<file path="src/hdl/rme_pkg.sv">
package rme_pkg;

  localparam int DataWidth = 24;
  localparam int CordicStages = 20;
  localparam int SumWidth = 2 * DataWidth + 1;
  localparam int SqrtWidth = DataWidth + 1;
  localparam int SqrtSteps = SqrtWidth;
  localparam int CordWidth = DataWidth + 8 + 3;
  localparam int AngWidth = 34;
  localparam int OutWidth = 23;
  localparam int ThrWidth = 23;
  localparam logic [ThrWidth-1:0] ThrReset = 23'd4;
  localparam logic signed [AngWidth-1:0] PiQ30 = 34'sd3373259426;
  localparam logic signed [OutWidth-1:0] AngleLimit = 23'sd3294199;

  localparam logic [31:0] AtanTab [32] = '{
    32'h3243F6A8, 32'h1DAC6705, 32'h0FADBAFC, 32'h07F56EA6,
    32'h03FEAB76, 32'h01FFD55B, 32'h00FFFAAA, 32'h007FFF55,
    32'h003FFFEA, 32'h001FFFFD, 32'h000FFFFF, 32'h0007FFFF,
    32'h0003FFFF, 32'h0001FFFF, 32'h0000FFFF, 32'h00007FFF,
    32'h00003FFF, 32'h00001FFF, 32'h00000FFF, 32'h000007FF,
    32'h000003FF, 32'h000001FF, 32'h000000FF, 32'h0000007F,
    32'h0000003F, 32'h0000001F, 32'h0000000F, 32'h00000008,
    32'h00000004, 32'h00000002, 32'h00000001, 32'h00000000
  };

  // one CORDIC lane
  typedef struct packed {
    logic                        zero;
    logic signed [CordWidth-1:0] x;
    logic signed [CordWidth-1:0] y;
    logic signed [AngWidth-1:0]  ang;
  } cord_t;

  // matrix elements still waiting for the sqrt result
  typedef struct packed {
    logic signed [DataWidth-1:0] m00;
    logic signed [DataWidth-1:0] m10;
    logic signed [DataWidth-1:0] m20;
    logic signed [DataWidth-1:0] m21;
    logic signed [DataWidth-1:0] m22;
    logic signed [DataWidth-1:0] m12;
    logic signed [DataWidth-1:0] m11;
  } mat_t;

  typedef struct packed {
    logic [SumWidth-1:0]  rem;
    logic [SqrtWidth-1:0] root;
  } sqrt_t;

  typedef struct packed {
    logic sing;
    cord_t cx;
    cord_t cy;
    cord_t cz;
  } lanes_t;

  function automatic cord_t cord_init(logic signed [DataWidth-1:0] y,
                                      logic signed [DataWidth:0] x);
    cord_t r;
    logic signed [CordWidth-1:0] xs;
    logic signed [CordWidth-1:0] ys;
    xs = CordWidth'(x) <<< 8;
    ys = CordWidth'(y) <<< 8;
    r.zero = (x == '0) && (y == '0);
    if (x < 0) begin
      r.ang = (y >= 0) ? PiQ30 : -PiQ30;
      r.x = -xs;
      r.y = -ys;
    end else begin
      r.ang = '0;
      r.x = xs;
      r.y = ys;
    end
    return r;
  endfunction

  function automatic logic signed [OutWidth-1:0] ang_out(cord_t c);
    logic signed [AngWidth-1:0] q;
    q = (c.ang + AngWidth'(512)) >>> 10;
    if (c.zero) return '0;
    if (q > AngWidth'(AngleLimit)) return AngleLimit;
    if (q < -AngWidth'(AngleLimit)) return -AngleLimit;
    return q[OutWidth-1:0];
  endfunction

endpackage

</file>
<file path="src/hdl/rme_sqrt_cell.sv">
module rme_sqrt_cell (
  input  logic                                 clk_i,
  input  logic                                 rst_ni,
  input  logic                                 en_i,
  input  logic [$clog2(rme_pkg::SqrtSteps)-1:0] step_i,
  input  logic                                 vld_i,
  input  rme_pkg::sqrt_t                       s_i,
  input  rme_pkg::mat_t                        m_i,
  output logic                                 vld_o,
  output rme_pkg::sqrt_t                       s_o,
  output rme_pkg::mat_t                        m_o
);
  // one restoring digit step: bit position = SqrtSteps-1-step
  localparam int Sw = rme_pkg::SumWidth;
  logic [Sw-1:0] bit_w;
  logic [Sw+1:0] trial;
  rme_pkg::sqrt_t s_d;

  always_comb begin
    bit_w = '0;
    bit_w[2 * (rme_pkg::SqrtSteps - 1 - int'(step_i))] = 1'b1;
    // partial root sits above the trial bit, so it moves up by twice its position
    trial = {2'b00, s_i.rem} -
            ((({2'b00, Sw'(s_i.root)} << (2 * (rme_pkg::SqrtSteps - int'(step_i))))) |
             {2'b00, bit_w});
    s_d = s_i;
    if (!trial[Sw+1]) begin
      s_d.rem = trial[Sw-1:0];
      s_d.root = {s_i.root[rme_pkg::SqrtWidth-2:0], 1'b1};
    end else begin
      s_d.root = {s_i.root[rme_pkg::SqrtWidth-2:0], 1'b0};
    end
  end

  always_ff @(posedge clk_i or negedge rst_ni) begin
    if (!rst_ni) vld_o <= 1'b0;
    else if (en_i) vld_o <= vld_i;
  end

  always_ff @(posedge clk_i) begin
    if (en_i) begin
      s_o <= s_d;
      m_o <= m_i;
    end
  end
endmodule

</file>
<file path="config.mk">
export PLATFORM = sky130hd
export DESIGN_NAME = rme_sqrt_cell
export DESIGN_NICKNAME = d
export VERILOG_FILES = /design/src/hdl/rme_pkg.sv /design/src/hdl/rme_sqrt_cell.sv
export SDC_FILE = /design/constraint.sdc
export NUM_CORES = 1
export LEC_CHECK = 0
export BUFFER_PORTS_ARGS = -buffer_cell sky130_fd_sc_hd__buf_2
export CORE_UTILIZATION = 32
export DETAILED_ROUTE_END_ITERATION = 10
export HOLD_SLACK_MARGIN = 0.08
export PLACE_DENSITY = 0.66
export SETUP_SLACK_MARGIN = 0.5
export SYNTH_ARGS = -nofsm -noshare
export SYNTH_HDL_FRONTEND = slang
export SYNTH_SLANG_ARGS = --single-unit
</file>
<file path="constraint.sdc">
create_clock -name clk_i -period 0.95 [get_ports clk_i]
set_input_delay 0.19 -clock clk_i [delete_from_list [all_inputs] [get_ports clk_i]]
set_output_delay 0.19 -clock clk_i [all_outputs]
set_load 0.02 [all_outputs]
</file>
# Yosys cells after proc, flatten, opt, wreduce, memory -nomap -nowiden
# Index checks and enable logic that the tools add are counted.
[totals]
reg_bits = 243
output_inout_bits = 243
[op_classes]
add_sub_neg = 3
magnitude_cmp = 2
shift = 1
n_mux = 4
bitwise_logic = 1
reduce_logical = 1
[ops]
columns = ["op", "n"]
rows = [
  ["OR 51 x 49 -> 51 bit", 1],
  ["<< shifter 25 x 32 -> 51 bit", 1],
  ["subtractor 49 x 51 -> 51 bit", 1],
  ["two-way mux 49 bit", 1],
  ["subtractor 5 x 5 -> 6 bit (first input constant)", 2],
  ["less-than comparator 7 x 8 -> 1 bit (second input constant)", 1],
  [">= comparator 7 x 1 -> 1 bit (second input constant)", 1],
  ["demux 1 bit (select 5 bit)", 1],
  ["two-way mux 1 bit", 2],
  ["logical AND 1 bit", 1],
]

# Logic depth before layout (Yosys ltp)
[depth]
depth_word = 8
depth_mapped = 26
depth_no_buf = 21

# Least setup slack after synthesis
# OpenSTA, ideal clock, no wires.
[synth_timing]
path_kind = "input-to-reg"
start = "input port step_i[1] in the netlist's numbering"
end = "register s_o[27] in the netlist's numbering (data pin)"
setup_time_ps = 260
arrival_time_ps = 5105
t_required_ps = 690
setup_slack_ps = -4415
cell_stages = 24
n_path_buf = 6
path_cell_list = "buf_2 -> inv_1 -> clkbuf_1 -> buf_1 -> ha_1 -> buf_2 -> inv_1 -> nand3_1 -> clkbuf_1 -> o211ai_1 -> o21ai_0 -> nor2_1 -> or3_1 -> ha_1 -> and3_1 -> and2_1 -> nand4_1 -> o211ai_1 -> a22o_1 -> o311ai_1 -> a31oi_1 -> xnor2_2 -> buf_6 -> mux2_4"
[synth_lines]
columns = ["item", "line_no", "rtl"]
rows = [
  ["start: declaration", "rme_sqrt_cell.sv:5", "input logic [$clog2(rme_pkg::SqrtSteps)-1:0] step_i,"],
  ["end signal: assignment", "rme_sqrt_cell.sv:42", "s_o <= s_d;"],
  ["end: declaration", "rme_sqrt_cell.sv:10", "output rme_pkg::sqrt_t s_o,"],
]

==> qor.yml <==
drt_first_pass_iters: 5
ys_seq_area_frac: 0.5726
placed_area_um2: 18510
layout.nets: 2193
cts_sinks: 243
cp_data_required_time_ps: 1250
cp_max_fo: 14
syn_to_final_growth_pct: 68.16
status: "finished with violations"
period_needed_ps: 4043
final_common_cell: "buf_4"
crit_slowest_cell: "ha_1"
dieHeight_um: 201.5
dr.first_iter.drc_count: 837
cts_root_buf: "clkbuf_16"
maxCapViolations: 0
stdcell_count: 2435
cts_buffer_depth: 3
ioPinCount: 494
core_area_um2: 38920
hold_class: "in -> reg"
wl_um: 57870
worst_pin_slew_ps: 863.8
failed_checks: "hold timing, setup timing"
hpwl_um: 45660
leakage_nw: 9.321
setup_violations: 293
ant_nets: 0
clock.fmax_mhz: 247.4
gr-total-overflow: 0
grt_use_total: 0.2758
syn_inst: 1033
initial_utilization: 0.3272
ys_ff_latch: 243
fin_util: 0.5503
synth.avg_cell_area_um2: 12.33
die_w_um: 201.5
die_area_um2: 40600
start_kind: "input pin"
final_cell_mix: "buf_4, buf_2, edfxtp_1"
comb_power_share: 0.391
synthesis.nets: 1335
path_cells: "buf_2 > inv_2 > ha_4 > clkinvlp_4 > buf_6 > nor2_1 > o21ai_1 > o21ai_0 > nand2_1 > ha_1 > a21oi_1 > o21a_1 > o211ai_1 > a22o_1 > o311ai_4 > a31oi_4 > xnor2_4 > buf_12 > buf_16 > mux2_4"
rsz0062_at_grt: "true"
synth_edf_count: 242
slew_headroom: 0.4168
clkPwrFrac: 0.251
finalPower_mw: 38.93
clock_latency_ps: 540
crit_path_max_incr_delay_ps: 360
numCtsBuffers: 26
holdWs_ps: -193.3
final-hold-violation-count: 215
place_congestion: 0.9521
intPower_mw: 26.65
peakVddDrop_v: 0.001235
hold_buffers: 1
drc: 0
drive_above_1_share: 0.5604
critPathKind: "in -> reg"
yosysUniqueCellTypes: 75
vias: 12360
async_flop_share: 0.004115
cts_htree_levels: 1
grt_max_degree: 37
netlist_area_um2: 12730
p_per_area_nw_per_um2: 1818
grt_pass1_vias: 12450
finalMaxSlewViolations: 0
place_inst: 2355
routedWlPerCell_um: 23.76
rows: 72
fin_ws_ps: -3093
swShare: 0.3155
grt_antenna_before_repair: 14
endpoint_kind: "flop"
grt_pass1_wl_um: 82080
power_switching_mw: 12.28
min_period_over_period: 4.255
seqPwrFrac: 0.359
port_buffers: 493
cts_tree: "built"
design_area_um2: 21410
fin_worst_skew_ps: 0
crit_buf_inv: 6
via_per_inst: 5.075
path_delay_family: "compound AO/OA/AOI/OAI gates"
cp.arrival_ps: 4340
synth_warnings: 0
path_clk_slew_ps: 60
ys.flop_type: "edfxtp_1"
final timing paths:
path	from	to	slack, ps	cells past startpoint
max	step_i[1]	s_o[39]	-3090	20
min	m_i[35]	m_o[35]	-190	1
min in group asynchronous	rst_ni	vld_o	-50	2
max reg2reg	vld_o	vld_o	160	1
max in group asynchronous	rst_ni	vld_o	900	2
min reg2reg	vld_o	vld_o	550	1
timing repair:
action	CTS	global route
resized for setup	382	137
pin swaps	16	26
endpoints found under the hold margin	242	240
endpoints found under the setup margin	294	309
setup buffers	12	7
gates cloned	4	2
flip-flops by register name (all words and copies together), names as in the netlist:
signal / flops
m_o: 168
vld_o: 1
s_o: 74
Yosys cell counts (all sizes together) (4+ instances only):
library cell,n,area (um2)
edfxtp,242,7267
nand2,99,371.6
nor2,85,321.6
a21oi,67,350.3
mux2,59,833.3
o21ai,54,270.3
ha,50,625.6
xnor2,32,287.8
nand3,29,145.1
clkbuf,26,98.84
inv,21,78.83
a21o,20,150.1
buf,20,141.4
mux2i,19,190.2
a22oi,16,125.1
o22ai,15,100.1
xor2,13,113.9
o21a,12,90.09
a31oi,11,68.82
o211ai,11,87.58
nor3,10,50.05
or3,10,67.56
and3,9,56.30
nor2b,9,56.30
nand2b,8,50.05
nand4,7,43.79
o311ai,6,52.55
o31ai,6,45.04
or2,6,37.54
a222oi,5,50.05
a32oi,5,43.79
and2,5,31.28
o21bai,5,37.54
and4,4,35.03
area by class of cell:
cell class	count	area [um2]
Sequential cell	243	7293
Clock buffer	37	711.9
Antenna cell	6	15.01
Multi-Input combinational cell	724	5640
Timing Repair Buffer	875	6922
Fill cell	3332	17500
Inverter	21	85.08
Clock inverter	11	98.84
Tap cell	518	648.1
per-layer routing:
layer  GRT usage  share of wire
met5           0         0.0020
met4      0.1004          0.039
met3     0.06608          0.079
met2      0.4755           0.50
met1      0.3332           0.38
metrics by stage:
stage | TNS (ps) | setup slack, ps
after floorplan | -173580 | -3500
after global placement | -192300 | -3801
after detailed placement | -197860 | -3856
after CTS | -237930 | -3054
after global routing | -248830 | -3217
final | -232860 | -3093
cell families (layout without fill, tap and decap cells):
kind of cell,count (synthesis),in the layout,synth area share
and+or+nand+nor,287,288,0.1029
AOI/OAI and AO/OA,262,262,0.1369
DFF,243,243,0.5726
muxes,78,78,0.08037
buffers and inverters,67,944,0.02505
adders and majority gates,51,51,0.05070
xor gates and xnor gates,45,45,0.03154
other,0,6,0
power groups by stage:
stage / clock, mW / combinational [mW] / sequential, mW
4_1_cts: 10.0 / 14.3 / 13.9
3_5_place_dp: 0 / 12.7 / 13.9
3_3_place_gp: 0 / 12.6 / 13.9
6_report: 9.76 / 15.2 / 14.0
2_1_floorplan: 0 / 5.30 / 15.4
5_1_grt: 10.4 / 16.0 / 14.0
No activity file was read; power rests on OpenSTA's default activity.
